### src/hdl/spa_pkg.sv
// shared types, constants and helpers for the saturating pixel arithmetic block
`default_nettype none

package spa_pkg;

  // channel count carried by one request
  localparam int SPA_NCH = 3;

  // quotient bits produced by the divide steps, one per stage
  localparam int SPA_QBITS = 8;

  // lane pipeline depth: setup stage, finish stage, then one stage per quotient bit
  localparam int SPA_DEPTH = SPA_QBITS + 2;

  // datapath widths
  localparam int SPA_SCALAR_W = 18;
  localparam int SPA_NUM_W    = 16;
  localparam int SPA_DEN_W    = 17;
  localparam int SPA_PROD_W   = 25;
  localparam int SPA_SUM_W    = 12;
  localparam int SPA_TRIAL_W  = SPA_DEN_W + SPA_QBITS - 1;

  // configuration register indexes
  localparam int SPA_IDX_W = 1;
  localparam logic [SPA_IDX_W-1:0] SPA_REG_OPERATION = 1'b0;
  localparam logic [SPA_IDX_W-1:0] SPA_REG_SCALAR    = 1'b1;

  typedef enum logic [2:0] {
    SPA_ADD_S = 3'd0,
    SPA_SUB_S = 3'd1,
    SPA_MUL_S = 3'd2,
    SPA_DIV_S = 3'd3,
    SPA_ADD_I = 3'd4,
    SPA_SUB_I = 3'd5,
    SPA_MUL_I = 3'd6,
    SPA_DIV_I = 3'd7
  } op_t;

  // how the finish stage forms the lane result
  typedef enum logic [1:0] {
    SPA_K_DIRECT = 2'd0,
    SPA_K_MULS   = 2'd1,
    SPA_K_MULI   = 2'd2,
    SPA_K_DIV    = 2'd3
  } kind_t;

  typedef struct packed {
    op_t                             op;
    logic signed [SPA_SCALAR_W-1:0] scalar;
  } cfg_t;

  typedef struct packed {
    kind_t                 kind;
    logic [7:0]            q;
    logic [SPA_PROD_W-1:0] prod;
    logic [SPA_NUM_W-1:0]  num;
    logic [SPA_DEN_W-1:0]  den;
  } setup_t;

  typedef struct packed {
    logic [SPA_QBITS-1:0] q;
    logic                 busy;
    logic [SPA_NUM_W-1:0] rem;
    logic [SPA_DEN_W-1:0] den;
  } divst_t;

  // clamp a signed sum to 0..255
  function automatic logic [7:0] sat8(input logic [SPA_SUM_W-1:0] v);
    logic [7:0] r;
    if (v[SPA_SUM_W-1]) begin
      r = 8'd0;
    end else if (v[SPA_SUM_W-2:8] != '0) begin
      r = 8'hFF;
    end else begin
      r = v[7:0];
    end
    return r;
  endfunction

endpackage

`default_nettype wire

### src/hdl/spa_lane.sv
// one channel lane: setup, multiply finish and a pipelined restoring divider
`default_nettype none

module spa_lane (
  input  logic                            clk,
  input  logic [spa_pkg::SPA_DEPTH-1:0]   en,
  input  spa_pkg::cfg_t                   cfg,
  input  logic [7:0]                      a,
  input  logic [7:0]                      b,
  output logic [7:0]                      q
);

  logic [spa_pkg::SPA_SCALAR_W-1:0] mag;
  logic [9:0]                       tmag;
  logic                             s_zero;
  logic                             s_pos;
  logic                             subtract;
  logic                             image;
  logic [spa_pkg::SPA_SUM_W-1:0]    addx;
  logic [spa_pkg::SPA_SUM_W-1:0]    sum;
  logic [spa_pkg::SPA_DEN_W-1:0]    mop;
  logic [spa_pkg::SPA_PROD_W-1:0]   prod;
  spa_pkg::setup_t                  su_nxt;
  spa_pkg::setup_t                  su_r;

  logic [spa_pkg::SPA_DEN_W-1:0]    pm;
  logic [16:0]                      mq;
  logic                             ovf;
  spa_pkg::divst_t                  fin_nxt;

  spa_pkg::divst_t                  st_r    [spa_pkg::SPA_QBITS+1];
  spa_pkg::divst_t                  step_nxt[spa_pkg::SPA_QBITS];
  logic [spa_pkg::SPA_TRIAL_W-1:0]  trial   [spa_pkg::SPA_QBITS];

  // setup: scalar split, shared adder, shared multiplier, divide operands
  always_comb begin
    mag    = cfg.scalar[spa_pkg::SPA_SCALAR_W-1] ?
             spa_pkg::SPA_SCALAR_W'(-cfg.scalar) : spa_pkg::SPA_SCALAR_W'(cfg.scalar);
    tmag   = mag[spa_pkg::SPA_SCALAR_W-1:8];
    s_zero = (cfg.scalar == '0);
    s_pos  = !cfg.scalar[spa_pkg::SPA_SCALAR_W-1] && !s_zero;
    image  = (cfg.op == spa_pkg::SPA_ADD_I) || (cfg.op == spa_pkg::SPA_SUB_I);
    addx   = image ? {4'b0, b} : {2'b0, tmag};
    case (cfg.op)
      spa_pkg::SPA_ADD_S: subtract = cfg.scalar[spa_pkg::SPA_SCALAR_W-1];
      spa_pkg::SPA_SUB_S: subtract = !cfg.scalar[spa_pkg::SPA_SCALAR_W-1];
      spa_pkg::SPA_SUB_I: subtract = 1'b1;
      default:            subtract = 1'b0;
    endcase
    sum  = subtract ? ({4'b0, a} - addx) : ({4'b0, a} + addx);
    mop  = (cfg.op == spa_pkg::SPA_MUL_S) ? cfg.scalar[spa_pkg::SPA_DEN_W-1:0] : {9'b0, b};
    prod = {17'b0, a} * {8'b0, mop};

    su_nxt.kind = spa_pkg::SPA_K_DIRECT;
    su_nxt.q    = spa_pkg::sat8(sum);
    su_nxt.prod = prod;
    su_nxt.num  = {a, 8'b0};
    su_nxt.den  = {9'b0, b};
    case (cfg.op)
      spa_pkg::SPA_MUL_S: begin
        if (s_pos) su_nxt.kind = spa_pkg::SPA_K_MULS;
        else su_nxt.q = 8'd0;
      end
      spa_pkg::SPA_DIV_S: begin
        su_nxt.den = cfg.scalar[spa_pkg::SPA_DEN_W-1:0];
        // zero scalar passes pixel a through, negative scalar clamps to zero
        if (s_zero) su_nxt.q = a;
        else if (s_pos) su_nxt.kind = spa_pkg::SPA_K_DIV;
        else su_nxt.q = 8'd0;
      end
      spa_pkg::SPA_MUL_I: su_nxt.kind = spa_pkg::SPA_K_MULI;
      spa_pkg::SPA_DIV_I: begin
        su_nxt.num = {a, 8'b0} - {8'b0, a};
        if (b == 8'd0) su_nxt.q = 8'hFF;
        else su_nxt.kind = spa_pkg::SPA_K_DIV;
      end
      default: ;
    endcase
  end

  // finish: scale products, divide by 255, check quotient overflow
  always_comb begin
    pm  = su_r.prod[spa_pkg::SPA_PROD_W-1:8];
    mq  = {1'b0, su_r.prod[15:0]} + {9'b0, su_r.prod[15:8]} + 17'd1;
    ovf = ({su_r.den, 8'b0} <= {9'b0, su_r.num});
    fin_nxt.q    = su_r.q;
    fin_nxt.busy = 1'b0;
    fin_nxt.rem  = su_r.num;
    fin_nxt.den  = su_r.den;
    case (su_r.kind)
      spa_pkg::SPA_K_MULS: fin_nxt.q = (pm > 17'd255) ? 8'hFF : pm[7:0];
      spa_pkg::SPA_K_MULI: fin_nxt.q = mq[15:8];
      spa_pkg::SPA_K_DIV: begin
        if (ovf) begin
          fin_nxt.q = 8'hFF;
        end else begin
          fin_nxt.q    = 8'd0;
          fin_nxt.busy = 1'b1;
        end
      end
      default: ;
    endcase
  end

  // divide steps: each stage settles one quotient bit, msb first
  always_comb begin
    for (int k = 0; k < spa_pkg::SPA_QBITS; k++) begin
      trial[k]    = spa_pkg::SPA_TRIAL_W'(st_r[k].den) << (spa_pkg::SPA_QBITS - 1 - k);
      step_nxt[k] = st_r[k];
      if (st_r[k].busy && (trial[k] <= spa_pkg::SPA_TRIAL_W'(st_r[k].rem))) begin
        step_nxt[k].rem = spa_pkg::SPA_NUM_W'(spa_pkg::SPA_TRIAL_W'(st_r[k].rem) - trial[k]);
        step_nxt[k].q[spa_pkg::SPA_QBITS - 1 - k] = 1'b1;
      end
    end
  end

  // stage registers, each advanced by its own enable
  always_ff @(posedge clk) begin
    if (en[0]) su_r <= su_nxt;
    if (en[1]) st_r[0] <= fin_nxt;
    for (int k = 0; k < spa_pkg::SPA_QBITS; k++) begin
      if (en[k+2]) st_r[k+1] <= step_nxt[k];
    end
  end

  assign q = st_r[spa_pkg::SPA_QBITS].q;

endmodule

`default_nettype wire

### src/hdl/saturating_pixel_arithmetic.sv
// Saturating per-pixel arithmetic on RGB888, one request per clock while in_stall is low.
// Input channel: in_valid/in_stall with pixel A and pixel B channels.
// Output channel: out_valid/out_stall with three clamped channels and the
// zero scalar error flag. Configuration: cfg_we, cfg_index, cfg_data write
// the operation (index 0) and the Q9.8 scalar (index 1); write only while
// no request is in flight.
// Path: an accepted request passes a setup stage, a finish stage and eight
// divide stages (one quotient bit each) before the output register, which
// raises out_valid. Throughput is one request per cycle while in_stall is
// low: the divider is unrolled into one stage per quotient bit, so every
// stage can take a new request each clock.
// LANES channel lanes run side by side; channels at or above LANES read 0.
// The pipeline collapses bubbles, so requests keep being taken while a result
// waits on out_stall until every stage holds a request.
// Reset (rst_n low, synchronous) empties the pipeline and clears the
// operation and scalar registers to zero.
`default_nettype none

module saturating_pixel_arithmetic #(
  parameter int LANES = 3
) (
  input  logic        clk,
  input  logic        rst_n,

  input  logic        in_valid,
  output logic        in_stall,
  input  logic [7:0]  in_first_ch0,
  input  logic [7:0]  in_first_ch1,
  input  logic [7:0]  in_first_ch2,
  input  logic [7:0]  in_second_ch0,
  input  logic [7:0]  in_second_ch1,
  input  logic [7:0]  in_second_ch2,

  output logic        out_valid,
  input  logic        out_stall,
  output logic [7:0]  out_ch0,
  output logic [7:0]  out_ch1,
  output logic [7:0]  out_ch2,
  output logic        out_zero_scalar_error,

  input  logic                                  cfg_we,
  input  logic [spa_pkg::SPA_IDX_W-1:0]         cfg_index,
  input  logic [spa_pkg::SPA_SCALAR_W-1:0]      cfg_data
);

  localparam int Last = spa_pkg::SPA_DEPTH - 1;

  spa_pkg::op_t                      operation_r;
  logic [spa_pkg::SPA_SCALAR_W-1:0]  scalar_r;
  spa_pkg::cfg_t                     cfg;

  logic [spa_pkg::SPA_DEPTH-1:0]     v_r;
  logic [spa_pkg::SPA_DEPTH-1:0]     v_nxt;
  logic [spa_pkg::SPA_DEPTH-1:0]     e_r;
  logic [spa_pkg::SPA_DEPTH-1:0]     go;
  logic                              out_go;
  logic                              err_in;

  logic [7:0]                        a_in  [spa_pkg::SPA_NCH];
  logic [7:0]                        b_in  [spa_pkg::SPA_NCH];
  logic [7:0]                        lane_q[spa_pkg::SPA_NCH];

  logic                              out_valid_r;
  logic                              out_valid_nxt;
  logic [7:0]                        ch_r  [spa_pkg::SPA_NCH];
  logic                              err_r;

  // configuration registers
  always_ff @(posedge clk) begin
    if (!rst_n) begin
      operation_r <= spa_pkg::SPA_ADD_S;
      scalar_r    <= '0;
    end else if (cfg_we) begin
      case (cfg_index)
        spa_pkg::SPA_REG_OPERATION: operation_r <= spa_pkg::op_t'(cfg_data[2:0]);
        spa_pkg::SPA_REG_SCALAR:    scalar_r    <= cfg_data;
        default: ;
      endcase
    end
  end

  assign cfg.op     = operation_r;
  assign cfg.scalar = $signed(scalar_r);
  assign err_in     = (operation_r == spa_pkg::SPA_DIV_S) && (scalar_r == '0);

  assign a_in[0] = in_first_ch0;
  assign a_in[1] = in_first_ch1;
  assign a_in[2] = in_first_ch2;
  assign b_in[0] = in_second_ch0;
  assign b_in[1] = in_second_ch1;
  assign b_in[2] = in_second_ch2;

  // stage enables: a stage loads when empty or when its contents move on
  always_comb begin
    out_go   = !out_valid_r || !out_stall;
    go[Last] = !v_r[Last] || out_go;
    for (int k = Last - 1; k >= 0; k--) begin
      go[k] = !v_r[k] || go[k+1];
    end
    v_nxt[0] = go[0] ? in_valid : v_r[0];
    for (int k = 1; k < spa_pkg::SPA_DEPTH; k++) begin
      v_nxt[k] = go[k] ? v_r[k-1] : v_r[k];
    end
    out_valid_nxt = out_go ? v_r[Last] : out_valid_r;
  end

  assign in_stall = !go[0];

  // valid bits per stage
  always_ff @(posedge clk) begin
    if (!rst_n) begin
      v_r         <= '0;
      out_valid_r <= 1'b0;
    end else begin
      v_r         <= v_nxt;
      out_valid_r <= out_valid_nxt;
    end
  end

  // error flag travels alongside the lanes
  always_ff @(posedge clk) begin
    if (go[0]) e_r[0] <= err_in;
    for (int k = 1; k < spa_pkg::SPA_DEPTH; k++) begin
      if (go[k]) e_r[k] <= e_r[k-1];
    end
  end

  // channel lanes
  for (genvar l = 0; l < spa_pkg::SPA_NCH; l++) begin : g_lane
    if (l < LANES) begin : g_on
      spa_lane u_lane (
        .clk (clk),
        .en  (go),
        .cfg (cfg),
        .a   (a_in[l]),
        .b   (b_in[l]),
        .q   (lane_q[l])
      );
    end else begin : g_off
      assign lane_q[l] = 8'd0;
    end
  end

  // merge lanes and flag into the output register
  always_ff @(posedge clk) begin
    if (out_go && v_r[Last]) begin
      for (int l = 0; l < spa_pkg::SPA_NCH; l++) begin
        ch_r[l] <= lane_q[l];
      end
      err_r <= e_r[Last];
    end
  end

  assign out_valid             = out_valid_r;
  assign out_ch0               = ch_r[0];
  assign out_ch1               = ch_r[1];
  assign out_ch2               = ch_r[2];
  assign out_zero_scalar_error = err_r;

  // output register only fills from a valid last stage
  a_out_src: assert property (@(posedge clk) disable iff (!rst_n)
    $rose(out_valid_r) |-> $past(v_r[Last]))
    else $error("output went valid without a request in the last stage");

  // input is held off only when every stage is full and the output is stalled
  a_stall_full: assert property (@(posedge clk) disable iff (!rst_n)
    in_stall |-> ((&v_r) && out_valid_r && out_stall))
    else $error("input stalled while the pipeline has room");

  // an accepted request always lands in the first stage
  a_accept_lands: assert property (@(posedge clk) disable iff (!rst_n)
    (in_valid && !in_stall) |=> v_r[0])
    else $error("accepted request lost at the first stage");

endmodule

`default_nettype wire
### config.mk
export PLATFORM = sky130hd
export DESIGN_NAME = saturating_pixel_arithmetic
export DESIGN_NICKNAME = d
export VERILOG_FILES = /design/src/hdl/spa_pkg.sv /design/src/hdl/spa_lane.sv /design/src/hdl/saturating_pixel_arithmetic.sv
export SDC_FILE = /design/constraint.sdc
export NUM_CORES = 2
export LEC_CHECK = 0
export ABC_AREA = 1
export BUFFER_PORTS_ARGS = -buffer_cell sky130_fd_sc_hd__buf_4
export CAP_MARGIN = 20
export CORE_ASPECT_RATIO = 1.75
export CORE_MARGIN = 4
export CORE_UTILIZATION = 70
export DETAILED_ROUTE_END_ITERATION = 8
export PLACE_DENSITY = 0.87
export SLEW_MARGIN = 15
export SYNTH_ARGS = -nofsm -noshare
export SYNTH_HDL_FRONTEND = slang
export SYNTH_SLANG_ARGS = --single-unit
### constraint.sdc
create_clock -name clk -period 20 [get_ports clk]
set_input_delay 2 -clock clk [delete_from_list [all_inputs] [get_ports clk]]
set_output_delay 2 -clock clk [all_outputs]
set_load 0.02 [all_outputs]
Word level (Yosys, flattened, before mapping)
Memory sizes are Yosys's and may differ from the RTL's.
Cells that the tools add are included.
- memory bits (writable): 1158
- logic and storage cells: 328
- output and inout port bits: 27
- bits in registers: 229
- input bits: 72
- memories kept: 4
- bitwise operators: 1
- reduce and logical (&&, ||, !) cells: 64
- order comparisons: 30
- $mul: 3
- add/sub/neg operators: 40
- eq/ne operators: 16
- muxes and demuxes: 127
- memory list (memory ; words ; width ; rd ports ; clocked after Yosys merged registers in ; write ports ; line ; source):
    g_lane[0].g_on.u_lane.st_r ; 9 ; 42 ; 9 ; 0 ; 9 ; spa_lane.sv:31 ; spa_pkg::divst_t st_r [spa_pkg::SPA_QBITS+1];
    g_lane[1].g_on.u_lane.st_r ; 9 ; 42 ; 9 ; 0 ; 9 ; spa_lane.sv:31 ;
    g_lane[2].g_on.u_lane.st_r ; 9 ; 42 ; 9 ; 0 ; 9 ; spa_lane.sv:31 ;
    ch_r ; 3 ; 8 ; 3 ; 0 ; 3 ; saturating_pixel_arithmetic.sv:65 ; logic [7:0] ch_r [spa_pkg::SPA_NCH];
- operator list (kind ; number):
    two-way mux 16 bit ; 27
    subtractor 16 bit ; 24
    two-way mux 8 bit ; 24
    case mux 8 bit (3 select lines) ; 6
    <= comparator 25 x 16 -> 1 bit ; 3
    multiplier 8 x 17 -> 25 bit ; 3
    <= comparator 24 x 16 -> 1 bit ; 3
    <= comparator 23 x 16 -> 1 bit ; 3
    <= comparator 22 x 16 -> 1 bit ; 3
    <= comparator 21 x 16 -> 1 bit ; 3
    <= comparator 20 x 16 -> 1 bit ; 3
    <= comparator 19 x 16 -> 1 bit ; 3
    <= comparator 18 x 16 -> 1 bit ; 3
    greater-than comparator 17 x 8 -> 1 bit (second input constant) ; 3
    <= comparator 17 x 16 -> 1 bit ; 3
    two-way mux 1 bit ; 51
    two-way mux 17 bit ; 3
    adder 16 x 1 -> 16 bit (second input constant) ; 3
    adder 16 x 8 -> 16 bit ; 3
    subtractor 16 x 8 -> 16 bit ; 3
    adder 8 x 12 -> 12 bit ; 3
    two-way mux 12 bit ; 3
    subtractor 8 x 12 -> 12 bit ; 3
    two-way mux 10 bit ; 3
    other kinds (19) ; 92

Depth between registers and ports, before layout
- depth after elaboration: 13
- gate-level depth with buffers: 29
- gate-level depth less buffers: 29

By module
Synthesis repeated with hierarchy kept, for this count alone.
- cell total of the unflattened synthesis: 8636
- area total of the unflattened synthesis: 83583.9 µm²
- modules (own cells, without submodules) (module ; times used ; area each (µm²) ; seq. area each (µm²) ; cells an instance):
    spa_lane (g_lane[1].g_on.u_lane) ; 1 ; 27437.6 ; 12371.9 ; 2893
    spa_lane (g_lane[2].g_on.u_lane) ; 1 ; 26974.6 ; 12371.9 ; 2794
    spa_lane (g_lane[0].g_on.u_lane) ; 1 ; 26878.3 ; 12371.9 ; 2760
    saturating_pixel_arithmetic ; 1 ; 2293.4 ; 1691.6 ; 189

Worst setup path after synthesis
OpenSTA, ideal clock, no wires.
- kind: input-to-output
- from: input out_stall
- to: output in_stall
- cell stages on the path: 12
- slack: 6.188 ns
- arrival: 11.812 ns
- data required time: 18.000 ns
- path buffers: 0
- cell sequence: nand2_1 nor2_2 nand2_2 nor2_2 nand2_2 nor2_4 nand2_2 nor2_4 nand2_4 nor2_4 nand2_1 inv_2
- word-level cells in the longest chain between the ends: 13
- RTL lines (item ; line ; source):
    start, declared ; saturating_pixel_arithmetic.sv:35 ; input logic out_stall,
    zero test 1 bit ; saturating_pixel_arithmetic.sv:95 ; out_go = !out_valid_r || !out_stall;
    logical OR 1 bit ; saturating_pixel_arithmetic.sv:95 ;
    logical OR 1 bit ; saturating_pixel_arithmetic.sv:96 ; go[Last] = !v_r[Last] || out_go;
    logical OR 1 bit ; saturating_pixel_arithmetic.sv:98 ; go[k] = !v_r[k] || go[k+1];
    net g_lane[0].g_on.u_lane.en (one bit) ; spa_lane.sv:6 ; input logic [spa_pkg::SPA_DEPTH-1:0] en,
    logical OR 1 bit (2 in series) ; saturating_pixel_arithmetic.sv:98 ;
    net g_lane[0].g_on.u_lane.en (one bit) ; spa_lane.sv:6 ;
    logical OR 1 bit (2 in series) ; saturating_pixel_arithmetic.sv:98 ;
    net g_lane[0].g_on.u_lane.en (one bit) ; spa_lane.sv:6 ;
    logical OR 1 bit (2 in series) ; saturating_pixel_arithmetic.sv:98 ;
    net g_lane[0].g_on.u_lane.en (one bit) ; spa_lane.sv:6 ;
    logical OR 1 bit (2 in series) ; saturating_pixel_arithmetic.sv:98 ;
    zero test 1 bit ; saturating_pixel_arithmetic.sv:107 ; assign in_stall = !go[0];
    end, declared ; saturating_pixel_arithmetic.sv:26 ; output logic in_stall,
The timed path passes the listed nets, and every way through them passes these cells.

Worst setup path in the final report
Ends and elaborated chain as after synthesis.

==> summary.md <==
| Metric | Value |
|---|---|
| Status | complete, but fails checks |
| Failing checks | design-rule violations |
| Worst-skew pair later-pin latency | between 0.7 and 0.8 ns |
| Via density | roughly 6.1 |
| Initial antenna violation count | 4 |
| Mapped cell area | around 75,000 µm² |
| Reg clk slew, reported paths | approximately 0.070 ns |
| WL per Instance | about 23 µm |
| Die area | 113,000 µm² |
| Crit end category | output pin |
| Die height | approximately 440 µm |
| Post-synth top area cell | edfxtp_1 |
| Pins Over Slew Limit | 0 |
| Final setup viols | 0 |
| WL met1 | between 60 and 70 mm |
| Routed length on met2 | between 100 and 150 mm |
| Critical Path AT | 5.92 ns |
| Flops & latches, synth | between 1,000 and 1,500 |
| Final core utilization | between 70% and 80% |
| Synth warn | 0 |
| Synth top area share | approximately 44% |
| PwrDens | slightly below 90 nW/µm² |
| Rel. slew slack | 17.9% |
| EDFF count, synth | ~1,100 |
| Layout cells sized above 1 | under 10% |
| Pre-Repair DR Iteration Count | 9 |
| Routability cong. | ~1.0 |
| Layout Skew | ~0.075 ns |
| Largest cells by area after synthesis | edfxtp_1 (44%), ha_1 (13%), fa_1 (7.9%) |
| Peak supply drop | 0.0000925 V |
| Leak pwr | between 0.03 and 0.04 µW |
| Row count | 158 |
| Worst-path maximum fanout | ~50 |
| DR top layer | met4 |
| Cell count after synthesis | about 7,700 |
| Final hold vios | 0 |
| CTS tree | done |
| Hold Buf Count CTS | 0 |
| Vias in the first global route | roughly 60,000 |
| Total Wirelength | 210 mm |
| Layout Area Growth over Synthesis | 7.12% |
| Post-CTS setup buffers | 0 |
| Slowest stage cell, crit path | nand2_4 |
| Starting Density | between 70% and 80% |
| Max frequency | about 130 MHz |
| Post-DP HPWL | 164 mm |
| Post_cts resized | 0 |
| All-Layer GR Usage | a little under two fifths |
| Worst Setup Start Kind | primary input |
| Tmin final | around 8 ns |
| CP max stage delay | 0.42 ns |
| Async S/R FF share, synth | 0% |
| Max cap viols | 0 |
| Total Nets Final | ~8,900 |
| Pin count of the biggest net entering global routing | slightly below 80 |
| RSZ-0062 raised after global routing | false |
| Worst Setup Slack, final | roughly 12 ns |
| Root Buffer | clkbuf_16 |
| Global-route wire length before repair | between 300 and 400 mm |
| IO Port Bufs | just under 100 |
| Type of the worst min-delay path | reg -> reg |
| Syn_area_per_cell | a little under 10 µm² |
| CP Cell Sequence | buf_4 -> nand2_1 -> nor2_2 -> nand2_4 -> nor2_2 -> nand2_4 -> nor2_4 -> nand2_4 -> nor2_4 -> nand2_4 -> nor2_4 -> nand2_4 -> inv_2 -> buf_4 |
| Setup TNS | 0 ns |
| CTS buffer count | between 90 and 100 |
| Main synth FF type | edfxtp_1 |
| Met3 WL post-DR | around 11 mm |
| Synth Net Count | between 8,000 and 9,000 |
| Gr ovfl total | 0 |
| Antenna-violating nets left | 0 |
| Cell with the most instances after synthesis | inv_1 |
| Clock sink total | 1,141 |
| Critical path type | in -> out |
| Synth top cells by count | inv_1 (1,314), nand2_1 (1,215), edfxtp_1 (1,109) |
| Vias | between 50,000 and 60,000 |
| Worst EP required | roughly 18 ns |
| Fraction of the cycle the final worst path needs | approximately two fifths |
| H-tree Lvls | 3 |
| DRC Markers | 3 |
| DRT iter0 DRCs | 4,436 |
| Synth cell types | 67 |
| CTS max path bufs | 3 |
| Top Ports | between 90 and 100 |
| Core footprint | ~110,000 µm² |
| Worst Max-Slew Pin Slew | 1.22 ns |
| Most Frequent Cell on Critical Path | nand2_4 |
| Sequential area share after synthesis | a little under half |
| DP Worst Slack | between 10 and 15 ns |
| Die W | between 200 and 300 µm |
==> critical path: cells and delay by family <==
kind | cells | cell delay, ns
and+or+nand+nor | 11 | 3.50
buffers and inverters | 3 | 0.40
==> where the power goes <==
part           internal (µW)  leakage [µW]  switching (µW)
combinational            675        0.0233            1210
clock                   1020       0.00154             897
sequential              3080        0.0125             205
total                   4770        0.0374            2310
==> worst paths after layout <==
| path | from | endpoint | slack, ns | cells after the start |
|---|---|---|---|---|
| worst max-delay path | out_stall | in_stall | 12.08 | 14 |
| worst max register to register | operation_r[1] | g_lane[2].g_on.u_lane.pm[11] | 12.54 | 22 |
| worst min register to register | g_lane[0].g_on.u_lane.st_r[0][125] | g_lane[0].g_on.u_lane.st_r[0][167] | 0.38 | 0 |
| worst min-delay path | g_lane[0].g_on.u_lane.st_r[0][125] | g_lane[0].g_on.u_lane.st_r[0][167] | 0.38 | 0 |
==> registers in the layout (all words and copies together), names as in the netlist <==
name	count
g_lane.g_on.u_lane.su_r	54
e_r	10
out_zero_scalar_error	1
out_valid	1
v_r	10
scalar_r	18
g_lane.g_on.u_lane.pm	51
operation_r	3
g_lane.g_on.u_lane.st_r	888
ch_r	24
g_lane.g_on.u_lane.fin_nxt	81
==> cell usage in the layout (no fill, tap or decap), types with 33 or more instances in the layout <==
cell type	n
nor2_1	660
xnor2_1	106
nor3_1	87
nor4_1	43
xor2_1	182
a21o_1	48
a21oi_1	498
edfxtp_1	1109
nand4_1	100
o21ai_0	532
nand3_1	200
ha_1	753
inv_1	1310
o211ai_1	35
nand2_1	1214
clkbuf_16	97
fa_1	297
o21ai_1	33
buf_4	124
or2_2	40
==> final cells by class <==
type	count	area, µm²
multi-input combinational	5070	35400
sequential	1141	33900
fill	6889	25900
inverter	1339	5040
clock buffer	114	2500
tap	1360	1700
timing repair buffer	125	958
clock inverter	66	729
antenna	2	5.00
==> through the flow <==
| step | total power, µW | cell area (µm²) | std cells | hold slack (ns) |
|---|---|---|---|---|
| CTS | 7050 | 80300 | 9214 | 0.372 |
| global placement | 5060 | 77000 | 9034 | 0.400 |
| global route | 7430 | 80300 | 9216 | 0.375 |
| finish | 7080 | 80300 | 9217 | 0.377 |
| detailed placement | 5150 | 77000 | 9034 | 0.405 |
| floorplan | 4540 | 74900 | 7679 | 0.400 |
==> cell families after synthesis <==
group | share of synthesized area, %
AO/OA/AOI/OAI | 9.70
XOR/XNOR | 3.37
adder cells (fa/ha/maj) | 20.5
buffers and inverters | 7.50
flip-flops | 45.3
multiplexers | 0.0134
AND/OR/NAND/NOR | 13.6
==> per-layer routing <==
| layer | global-route usage (%) | vias up |
|---|---|---|
| li1 | - | 25790 |
| met1 | 31.8 | 26547 |
| met2 | 69.8 | 2696 |
| met3 | 4.90 | 1131 |
| met4 | 39.8 | 0 |
| met5 | 0 | - |
(Power assumes the default switching activity.)
